==> config.mk <==
export PLATFORM = sky130hd
export DESIGN_NAME = dmtlb_ram
export DESIGN_NICKNAME = d
export VERILOG_FILES = /design/src/hw/rtl/dmtlb_ram.sv
export SDC_FILE = /design/constraint.sdc
export NUM_CORES = 1
export LEC_CHECK = 0
export BUFFER_PORTS_ARGS = -buffer_cell sky130_fd_sc_hd__buf_4
export CAP_MARGIN = 10
export CORE_UTILIZATION = 35
export CTS_CLUSTER_DIAMETER = 200
export DETAILED_ROUTE_END_ITERATION = 10
export PLACE_DENSITY = 0.52
export SETUP_SLACK_MARGIN = 0.1
export SLEW_MARGIN = 20
export SYNTH_ARGS = -nofsm -noshare
export SYNTH_HDL_FRONTEND = slang
export SYNTH_SLANG_ARGS = --single-unit
==> constraint.sdc <==
create_clock -name clk -period 2 [get_ports clk]
set_input_delay 0.1 -clock clk [delete_from_list [all_inputs] [get_ports clk]]
set_output_delay 0.1 -clock clk [all_outputs]
set_load 0.005 [all_outputs]
==> src/hw/rtl/dmtlb_ram.sv <==
`default_nettype none

module dmtlb_ram #(
    parameter int WIDTH = 8,
    parameter int DEPTH = 64,
    localparam int AW   = $clog2(DEPTH)
) (
    input  wire logic             clk,
    input  wire logic             wr_en,
    input  wire logic [AW-1:0]    wr_addr,
    input  wire logic [WIDTH-1:0] wr_data,
    input  wire logic             rd_en,
    input  wire logic [AW-1:0]    rd_addr,
    output logic      [WIDTH-1:0] rd_data
);

    logic [WIDTH-1:0] mem [DEPTH];
    logic [WIDTH-1:0] rd_data_reg;

    always_ff @(posedge clk) begin
        if (wr_en) begin
            mem[wr_addr] <= wr_data;
        end
        if (rd_en) begin
            rd_data_reg <= mem[rd_addr];
        end
    end

    assign rd_data = rd_data_reg;

endmodule

`default_nettype wire

# After elaboration in Yosys (flattened, before gate mapping)

Memories as Yosys holds them, arrays and structs flattened. A register that Yosys moved wholly into a read port is not among the register bits.
Index checks and enable logic that the tools add are counted.

Bits in writable memories: 512
Memories kept: 1
Output and inout port bits: 8
Word-level logic and storage cells: 3
Flip-flop bits (word level): 0
Input bits: 23

Multiplexer cells: 2

Memories:

| name | words | bits a word | rd ports | clocked after Yosys merged registers in | write ports | line | text |
|---|---|---|---|---|---|---|---|
| mem  | 64    | 8           | 1        | 1                                       | 1           | 17   | `logic [WIDTH-1:0] mem [DEPTH];` |

Operator list:

| kind   | count |
|---|---|
| $mux 1 | 2 |

# Logic depth before layout (Yosys ltp)

Gate-level depths: netlist (run 1).

Depth after elaboration: 2
Depth in mapped cells: 9

# Worst setup path after synthesis (run 1)

No wires, ideal clock.

Path kind: input to register
Start: input rd_addr[1]
End: register rd_data_reg[3], in the netlist rd_data[3] (read register of mem), data pin
Stages: 7
Data required time: 1.734 ns
Arrival time: 1.640 ns
Buffers on the path: 3
Slack: 0.094 ns
Cell sequence: buf_4 > buf_2 > buf_2 > mux4_2 > mux4_2 > o21ai_1 > o41ai_1

RTL lines:

| item            | line | text |
|---|---|---|
| start, declared | 13   | `input wire logic [AW-1:0] rd_addr,` |
| end, declared   | 18   | `logic [WIDTH-1:0] rd_data_reg;` |

==> flow_metrics.py, run 1 <==
metrics = {
    "setup_path": {
        "critPathKind": "flop to flop",
        "arrival_ns": 2.34,
        "start_kind": "flop",
        "endpoint_kind": "flop",
        "cp_max_fo": 1,
        "crit_required_ns": 2.33,
    },
    "floorplanning": {
        "die_width_um": 243,
        "die_h_um": 243,
        "dieArea_um2": 58800,
        "initial_core_util_pct": 35.6,
        "core_um2": 56800,
        "pin_count": 31,
        "num_rows": 87,
    },
    "grt": {
        "grtUsageMet1_pct": 23.4,
        "grt_pass1_wl_um": 70800,
        "met3_usage_pct": 3.42,
        "grt-busiest-layer": "met2",
        "grt_pass1_vias": 10400,
        "overflow": 0,
        "grt_max_degree": 65,
        "antenna_found_initial": 1,
        "grt_use_met2_pct": 25.5,
        "grtUsageTotal_pct": 16.5,
    },
    "power": {
        "clkPwrFrac_pct": 42.6,
        "p_leak_uw": 0.00780,
        "combPwrFrac_pct": 5.5,
        "power.density_nw_per_um2": 963,
        "p_switching_uw": 4850,
        "p_int_uw": 18500,
        "pwr-share-seq_pct": 52.0,
        "ir_drop_v": 0.000591,
        "p_sw_share_pct": 20.8,
    },
    "clock_tree": {
        "cts.sinks": 520,
        "cts_buffers": 52,
        "clk_latency_ns": 0.58,
        "htree_num_levels": 2,
        "post_cts_buffers": 0,
        "cts_root_buf": "clkbuf_16",
        "cts_tree": "done",
        "cts_buffer_depth": 3,
        "path_clk_slew_ns": 0.06,
    },
    "route": {
        "via_per_inst": 5.13,
        "wirelength_um": 47700,
        "post-route-drc-count": 0,
        "vias": 9865,
        "avgRoutedWirePerCell_um": 24.8,
        "drt_iter0_drc": 734,
        "firstDrtPassIters": 5,
        "ant_nets": 0,
    },
    "yosys": {
        "synth_seq_cells": 520,
        "yosys.area.top_type": "edfxtp_1",
        "yosysWarnings": 0,
        "synth_cell_types": 39,
        "synth_area_leaders": "edfxtp_1 77%, mux4_2 14%, nor2_1 1.5%",
        "netlist_area_um2": 20200,
        "syn_nets": 963,
        "async_reset_ff_share_pct": 0,
        "yosys.cell_count.top_type": "edfxtp_1",
        "synthFlopType": "edfxtp_1",
        "synth-edff-count": 520,
        "netlist.area_leader.share_pct": 77.1,
        "syn_inst": 940,
        "synth.avg_cell_area_um2": 21.5,
        "synth-seq-area-share_pct": 77.1,
        "synth_commonest_cells": "520 x edfxtp_1, 126 x mux4_2, 83 x nor2_1",
    },
    "sta": {
        "slew_viol_final": 0,
        "finalCriticalPeriod_ns": 2.01,
        "tightestPinTransition_ns": 0.766,
        "rsz0062_at_grt": "true",
        "period_share_pct": 100,
        "max-slew-margin-rel_pct": 49.0,
        "fmax_mhz": 498,
        "hold_violations": 0,
        "finalSetupTns_ns": -0.00933,
        "fin_worst_skew_ns": 0.00976,
        "fin_hold_ws_ns": 0.0188,
        "fin_ws_ns": -0.00933,
        "setup_viol": 1,
    },
    "placed_design": {
        "hpwl_um": 30400,
        "gp_congestion": 0.784,
        "port_buffers": 30,
    },
    "cells_and_area": {
        "syn_to_final_growth_pct": 19.6,
        "nNetsFinal": 1149,
        "antenna_cells": 0,
        "largest_register_ff_count": 512,
        "drive_gt1_share_pct": 34.8,
        "finalCoreUtilization_pct": 42.6,
    },
    "job": {
        "cap_violations": 0,
    },
    "status": {
        "failed_checks": "negative setup slack",
        "status": "finished, violations left",
    },
    "min_path": {
        "hp-class": "input pin to flop",
    },
}
final timing paths:
kind | from | slack [ns] | endpoint | cells past startpoint
worst max register to register | mem[21][4] | -0.009 | rd_data[4] | 6
worst min register to register | mem[23][1] | 0.91 | rd_data[1] | 4
worst max-delay path | mem[21][4] | -0.009 | rd_data[4] | 6
worst min-delay path | wr_data[0] | 0.02 | mem[14][0] | 2
cells in the final DEF (no fill, tap or decap), types with 4 or more instances in the layout:
cell | Yosys | layout
a211oi_1 | 4 | 4
a221oi_1 | 6 | 5
buf_12 | 2 | 11
buf_4 | 13 | 169
bufinv_16 | 0 | 7
clkbuf_1 | 17 | 7
clkbuf_16 | 0 | 54
clkinv_1 | 0 | 9
clkinv_2 | 0 | 8
clkinvlp_4 | 0 | 7
edfxtp_1 | 520 | 520
mux2_2 | 13 | 11
mux2i_1 | 23 | 23
mux4_2 | 126 | 126
nand2_1 | 19 | 19
nand2b_1 | 7 | 7
nand3_1 | 13 | 13
nor2_1 | 83 | 82
nor2b_1 | 14 | 14
nor3_1 | 7 | 5
o221ai_1 | 8 | 8
o22ai_1 | 8 | 8
layout make-up:
cell class | count | area [um2]
Sequential cell | 520 | 15600
Tap cell | 756 | 946
Multi-Input combinational cell | 369 | 4380
Timing Repair Buffer | 183 | 1520
Clock buffer | 61 | 1380
Clock inverter | 34 | 370
Fill cell | 4963 | 32600
per-stage QoR:
step / area, um2 / worst slack [ns] / total power [uW] / std cells
finish: 24200 / -0.00933 / 23300 / 1923
floorplan: 20200 / 0.121 / 13000 / 940
CTS: 24200 / -0.0392 / 23600 / 1923
global route: 24200 / -0.0919 / 24000 / 1923
global placement: 22400 / -0.446 / 13600 / 1826
detailed placement: 22400 / -0.458 / 13600 / 1826
worst max-delay path, cell delays in order (launching register included):
cell	delay, ns
edfxtp_1	0.37
mux4_2	0.47
mux2_2	0.29
o221a_4	0.27
nor3_4	0.14
buf_4	0.13
o32ai_1	0.08
power by group through the flow:
stage	Clock, uW	Combinational (uW)	Sequential [uW]
after global routing	10500	1370	12100
after global placement	0	1270	12300
after floorplan	0	644	12300
after CTS	10100	1300	12100
final	9930	1280	12100
after detailed placement	0	1280	12400
cells by family after synthesis:
| logic type | after synthesis | synth area share [%] |
|---|---|---|
| compound gates | 54 | 2.06 |
| simple gates | 153 | 3.37 |
| flops | 520 | 77.1 |
| buf+inv | 51 | 1.56 |
| mux | 162 | 15.9 |
per-layer routing:
metal  part of all wire (%)  routed length (um)
met2                     47               22300
met4                    2.6                1230
met1                     46               21900
met3                    4.8                2280
met5                      0                   0
repair_timing:
action	in CTS	in global routing
gates resized for setup	11	2
pin swaps	2	2
hold buffers	2	0
endpoints found under the setup margin	5	7
gates cloned	0	0
endpoints found under the hold margin	12	0
Power figures use the tool's default switching activity.
==> inputs of run 2 (changes only) <==
--- a/config.mk
+++ b/config.mk
@@ -7,10 +7,12 @@
 export LEC_CHECK = 0
 export BUFFER_PORTS_ARGS = -buffer_cell sky130_fd_sc_hd__buf_4
 export CAP_MARGIN = 10
+export CELL_PAD_IN_SITES_DETAIL_PLACEMENT = 0
+export CELL_PAD_IN_SITES_GLOBAL_PLACEMENT = 1
 export CORE_UTILIZATION = 35
 export CTS_CLUSTER_DIAMETER = 200
 export DETAILED_ROUTE_END_ITERATION = 10
-export PLACE_DENSITY = 0.52
+export PLACE_DENSITY = 0.57
 export SETUP_SLACK_MARGIN = 0.1
 export SLEW_MARGIN = 20
 export SYNTH_ARGS = -nofsm -noshare
==> run 2 against run 1 <==
  * The run still ends with negative setup slack left
  * First-iteration DRC count rose by 19%
  * Cell count decreased by 0.78%
  * Wire length increased by 2.3%
  * Core utilization fell by 0.32 points
  * Sequential cell count stayed put
  * Cell area fell by 0.74%
  * Fmax rose by 0.43%
  * Via count fell by 0.59%
  * Register-to-register slack barely moved
  * Highest routed layer is now met5
==> flow_metrics.py, run 2 (synthesis gave the netlist of run 1 again) <==
metrics = {
    "setup_path": {
        "crit_top_cell": "mux4_2",
        "max_stage_delay_ns": 0.54,
        "start_kind": "flop",
        "endpoint_kind": "flop",
        "crit_start": "mem[3][1]",
        "arrival_ns": 2.34,
        "critPathKind": "flop to flop",
        "slowest_stage": "mux4_2",
        "timing.rr.start": "mem[3][1]",
        "path_buf_inv": 0,
        "crit_chain": "mux4_2 -> mux4_2 -> nor2_2 -> nor3_1 -> o2bb2ai_1",
        "crit_family": "multiplexers",
        "crit_required_ns": 2.34,
        "cp_max_fo": 1,
    },
    "cells_and_area": {
        "drive_gt1_share_pct": 34.0,
        "layout_commonest_cell": "edfxtp_1",
        "n_fill_cell": 4983,
        "fin_cells": 1908,
        "finalCoreUtilization_pct": 42.3,
        "nNetsFinal": 1141,
        "antenna_cells": 0,
        "syn_to_final_growth_pct": 18.7,
        "mostFrequentLayoutCells": "520 x edfxtp_1, 157 x buf_4, 126 x mux4_2",
        "design_area_um2": 24000,
        "largest_register_ff_count": 512,
    },
    "sta": {
        "tightestPinTransition_ns": 0.758,
        "slew_viol_final": 0,
        "fin_worst_skew_ns": 0.0136,
        "max-slew-margin-rel_pct": 49.4,
        "period_share_pct": 100,
        "setup_viol": 1,
        "hold_violations": 0,
        "rsz0062_at_grt": "true",
        "fin_ws_ns": -0.000669,
        "finalCriticalPeriod_ns": 2.00,
        "fmax_mhz": 500,
    },
    "grt": {
        "antenna_found_initial": 1,
        "grt_max_degree": 65,
        "grt_pass1_vias": 10300,
        "overflow": 0,
        "grtUsageTotal_pct": 16.9,
        "grt_pass1_wl_um": 71600,
    },
    "status": {
        "status": "finished, violations left",
        "failed_checks": "negative setup slack",
    },
    "clock_tree": {
        "htree_num_levels": 2,
        "cts_tree": "done",
        "clk_latency_ns": 0.61,
        "cts_buffer_depth": 3,
        "cts.sinks": 520,
        "cts_root_buf": "clkbuf_16",
        "cts_buffers": 54,
        "path_clk_slew_ns": 0.06,
    },
    "floorplanning": {
        "num_rows": 87,
        "die_h_um": 243,
        "core_um2": 56800,
        "initial_core_util_pct": 35.6,
        "dieArea_um2": 58800,
        "pin_count": 31,
        "die_width_um": 243,
    },
    "power": {
        "ir_drop_v": 0.000595,
        "p_leak_uw": 0.00770,
        "power_uw": 22500,
        "power.density_nw_per_um2": 938,
    },
    "placed_design": {
        "dp.cells": 1816,
        "port_buffers": 30,
        "gp_congestion": 0.765,
        "hpwl_um": 31100,
        "placed_cell_area_um2": 22300,
    },
    "route": {
        "vias": 9807,
        "drt_iter0_drc": 874,
        "ant_nets": 0,
        "avgRoutedWirePerCell_um": 25.6,
        "firstDrtPassIters": 4,
        "via_per_inst": 5.14,
        "wirelength_um": 48800,
        "post-route-drc-count": 0,
    },
    "min_path": {
        "hp-class": "input pin to flop",
        "min_from": "wr_addr[1]",
    },
    "job": {
        "cap_violations": 0,
    },
}
==> run 2: changes by cell type in the layout (fill, tap and decap cells not counted), moves of 2 or more <==
cell        before  now
nor3_2           0    3
nor2_1          82   80
clkbuf_16       54   57
buf_12          11   13
clkinvlp_4       7    2
buf_4          169  157
nor3_1           5    3
a2111oi_0        2    0
bufinv_16        7    0
clkinv_1         9   12
clkbuf_1         7   11
==> run 2: timing repair <==
| item | CTS | global route |
|---|---|---|
| setup endpoints to repair | 8 | 8 |
| endpoints found under the hold margin | 13 | 0 |
| hold buffers | 2 | 0 |
| buffers inserted | 0 | 0 |
| gates resized for setup | 19 | 6 |
| pin swaps | 4 | 2 |
==> run 2: tightest hold or removal path, stage by stage <==
cell,delay (ns)
buf_4,0.15
nor3_1,0.09
buf_4,0.15
==> run 2: final timing paths <==
path                     end  slack, ns  cells past startpoint
setup / recovery  rd_data[1]    -0.0007                      5
hold / removal    mem[48][2]       0.06                      3
setup reg to reg  rd_data[1]    -0.0007                      5
hold reg to reg   rd_data[2]       0.91                      4
==> run 2: where the power goes <==
part	internal, uW	switching, uW	leakage (uW)
Clock	5120	4010	0.000766
Combinational	547	739	0.00225
Sequential	12100	32.8	0.00469
Total	17800	4780	0.00770
==> run 2: area by class of cell <==
cell class | count | area, um2 | area share (%)
Tap cell | 756 | 946 | 3.94
Timing Repair Buffer | 173 | 1470 | 6.13
Sequential cell | 520 | 15600 | 65.0
Clock inverter | 22 | 100 | 0.417
Clock buffer | 68 | 1470 | 6.11
Multi-Input combinational cell | 369 | 4430 | 18.4
==> run 2: routing by layer <==
| metal | part of all wire, % | up-vias | global-route usage (%) |
|---|---|---|---|
| li1 | - | 4285 | - |
| met1 | 46 | 5225 | 23.7 |
| met2 | 47 | 209 | 26.8 |
| met3 | 4.1 | 86 | 2.88 |
| met4 | 2.6 | 2 | 5.32 |
| met5 | 0.029 | - | 0 |
==> run 2: metrics by stage <==
| stage | TNS [ns] | setup slack (ns) | hold slack [ns] |
|---|---|---|---|
| 5_1_grt | -0.154 | -0.0614 | 0.0681 |
| 6_report | -0.000669 | -0.000669 | 0.0603 |
| 4_1_cts | -0.0401 | -0.0265 | 0.0451 |
| 3_3_place_gp | -2.40 | -0.362 | 0.448 |
| 3_5_place_dp | -2.56 | -0.363 | 0.447 |
| 2_1_floorplan | 0 | 0.121 | 0.199 |
==> inputs of run 3 (changes only) <==
--- a/config.mk
+++ b/config.mk
@@ -11,8 +11,9 @@
 export CELL_PAD_IN_SITES_GLOBAL_PLACEMENT = 1
 export CORE_UTILIZATION = 35
 export CTS_CLUSTER_DIAMETER = 200
+export CTS_CLUSTER_SIZE = 20
 export DETAILED_ROUTE_END_ITERATION = 10
-export PLACE_DENSITY = 0.57
+export PLACE_DENSITY = 0.55
 export SETUP_SLACK_MARGIN = 0.1
 export SLEW_MARGIN = 20
 export SYNTH_ARGS = -nofsm -noshare
==> constraint.sdc (replaced) <==
create_clock -name clk -period 2.38 [get_ports clk]
set_input_delay 0.119 -clock clk [delete_from_list [all_inputs] [get_ports clk]]
set_output_delay 0.119 -clock clk [all_outputs]
set_load 0.005 [all_outputs]
==> run 3 against run 2 <==
  * The flow now finishes without violations
  * Via count down 2.4%
  * First-iteration DRC count down 1.0%
  * Fmax down 8.2%
  * Register-to-register slack better by 0.20 ns
  * Sequential cell count unchanged
  * Sequential power down 16%
  * Cell area down 4.9%
  * Worst setup slack better by 0.20 ns
  * Power down 29%
  * Non-clock buffer count down 25
  * Largest power group unchanged
==> flow_metrics.py, run 3 (synthesis gave the netlist of run 1 again) <==
metrics = {
    "grt": {
        "overflow": 0,
        "grtUsageMet1_pct": 24.4,
        "met3_usage_pct": 2.29,
        "antenna_found_initial": 1,
        "grt_use_met2_pct": 26.7,
        "grt-busiest-layer": "met2",
        "grt_pass1_wl_um": 71500,
        "grt_max_degree": 65,
        "grtUsageTotal_pct": 16.7,
        "grt_pass1_vias": 9945,
    },
    "power": {
        "clkPwrFrac_pct": 30.5,
        "ir_drop_v": 0.000574,
        "power.density_nw_per_um2": 704,
        "p_int_uw": 12700,
        "p_sw_share_pct": 21.0,
        "combPwrFrac_pct": 6.4,
        "p_leak_uw": 0.00712,
        "p_switching_uw": 3380,
        "pwr-share-seq_pct": 63.1,
    },
    "clock_tree": {
        "cts.sinks": 520,
        "cts_buffer_depth": 3,
        "clk_latency_ns": 0.60,
        "cts_root_buf": "clkbuf_16",
        "htree_num_levels": 1,
        "cts_buffers": 29,
        "post_cts_buffers": 0,
        "cts_tree": "done",
        "path_clk_slew_ns": 0.08,
    },
    "placed_design": {
        "hpwl_um": 30800,
        "dpl_worst_slack_ns": -0.140,
        "gp_congestion": 0.757,
        "port_buffers": 30,
    },
    "floorplanning": {
        "dieArea_um2": 58800,
        "die_width_um": 243,
        "die_h_um": 243,
        "num_rows": 87,
        "core_um2": 56800,
        "pin_count": 31,
        "initial_core_util_pct": 35.6,
    },
    "cells_and_area": {
        "syn_to_final_growth_pct": 12.9,
        "nNetsFinal": 1091,
        "antenna_cells": 0,
        "n_fill_cell": 5061,
        "multi_input_area_um2": 4320,
        "layout_commonest_cell": "edfxtp_1",
        "finalCoreUtilization_pct": 40.2,
        "regArea_um2": 15600,
        "mostFrequentLayoutCells": "520 x edfxtp_1, 135 x buf_4, 126 x mux4_2",
        "drive_gt1_share_pct": 29.7,
        "largest_register_ff_count": 512,
    },
    "sta": {
        "period_share_pct": 91.5,
        "fin_ws_ns": 0.201,
        "finalCriticalPeriod_ns": 2.18,
        "setup_viol": 0,
        "tightestPinTransition_ns": 0.761,
        "fin_worst_skew_ns": 0.0224,
        "rsz0062_at_grt": "false",
        "fmax_mhz": 459,
        "max-slew-margin-rel_pct": 49.3,
        "hold_violations": 0,
        "slew_viol_final": 0,
    },
    "route": {
        "avgRoutedWirePerCell_um": 26.6,
        "drt_iter0_drc": 865,
        "vias": 9574,
        "via_per_inst": 5.25,
        "wirelength_um": 48500,
        "ant_nets": 0,
        "firstDrtPassIters": 5,
        "post-route-drc-count": 0,
    },
    "setup_path": {
        "cp.depth": 5,
        "start_kind": "flop",
        "slowest_stage": "mux4_2",
        "path_buf_inv": 0,
        "crit_required_ns": 2.73,
        "crit_start": "mem[29][6]",
        "endpoint_kind": "flop",
        "critPathKind": "flop to flop",
        "timing.rr.start": "mem[29][6]",
        "cp_max_fo": 1,
        "crit_family": "multiplexers",
        "reg2reg_depth": 5,
        "max_stage_delay_ns": 0.47,
        "r2r_end": "rd_data[6]",
        "rrSetupSlack_ns": 0.20,
        "arrival_ns": 2.52,
        "crit_chain": "mux4_2 -> mux2_2 -> o221a_2 -> nor3_1 -> o32ai_1",
    },
    "job": {
        "cap_violations": 0,
    },
    "min_path": {
        "hold_depth": 3,
        "min_to": "mem[52][2]",
        "min_from": "wr_addr[2]",
        "hp-class": "input pin to flop",
    },
    "status": {
        "status": "finished clean",
    },
}
## run 3: worst reg2reg max path, delay by kind of cell, from the launching register on
kind | cells | cell delay (ns)
simple gates | 1 | 0.39
compound gates | 2 | 0.42
flops | 1 | 0.38
mux | 2 | 0.75
## run 3: power groups by stage
stage          logic (uW)  registers, uW  clock network, uW
6_report             1020          10200               4910
5_1_grt              1100          10200               5410
4_1_cts              1050          10200               5080
3_5_place_dp         1050          10400                  0
3_3_place_gp         1040          10400                  0
2_1_floorplan         540          10400                  0
## run 3: what timing repair did
item	CTS	global route
hold buffers	2	0
hold endpoints to repair	11	0
gates resized for setup	0	0
## run 3: worst max-delay path by stage
stage | slack, ns | to
finish | 0.20 | rd_data[6]
detailed placement | -0.14 | rd_data[4]
floorplan | 0.45 | rd_data[3]
CTS | 0.13 | rd_data[6]
global route | 0.14 | rd_data[6]
global placement | -0.21 | rd_data[5]
## run 3: layout make-up
cell class / instances / area share (%)
Timing Repair Buffer: 148 / 5.46
Tap cell: 756 / 4.14
Sequential cell: 520 / 68.3
Clock inverter: 1 / 0.0383
Multi-Input combinational cell: 369 / 18.9
Clock buffer: 29 / 3.17
## run 3: layer usage
metal  part of all wire [%]  up-vias  wire [um]
met5                  0.019        -          9
met4                    1.6        2        786
met3                    3.8       42       1840
met1                     47     5205      22700
met2                     48      179      23100
li1                       -     4146          -
## run 3: per-stage QoR
step           setup TNS, ns  hold slack [ns]  power [uW]  std cells  cell area (um2)
2_1_floorplan              0            0.218       10900        940            20200
3_3_place_gp          -0.525            0.456       11400       1791            22100
3_5_place_dp          -0.448            0.461       11400       1791            22100
4_1_cts                    0           0.0183       16300       1823            22900
5_1_grt                    0           0.0494       16700       1823            22900
6_report                   0           0.0514       16100       1823            22900
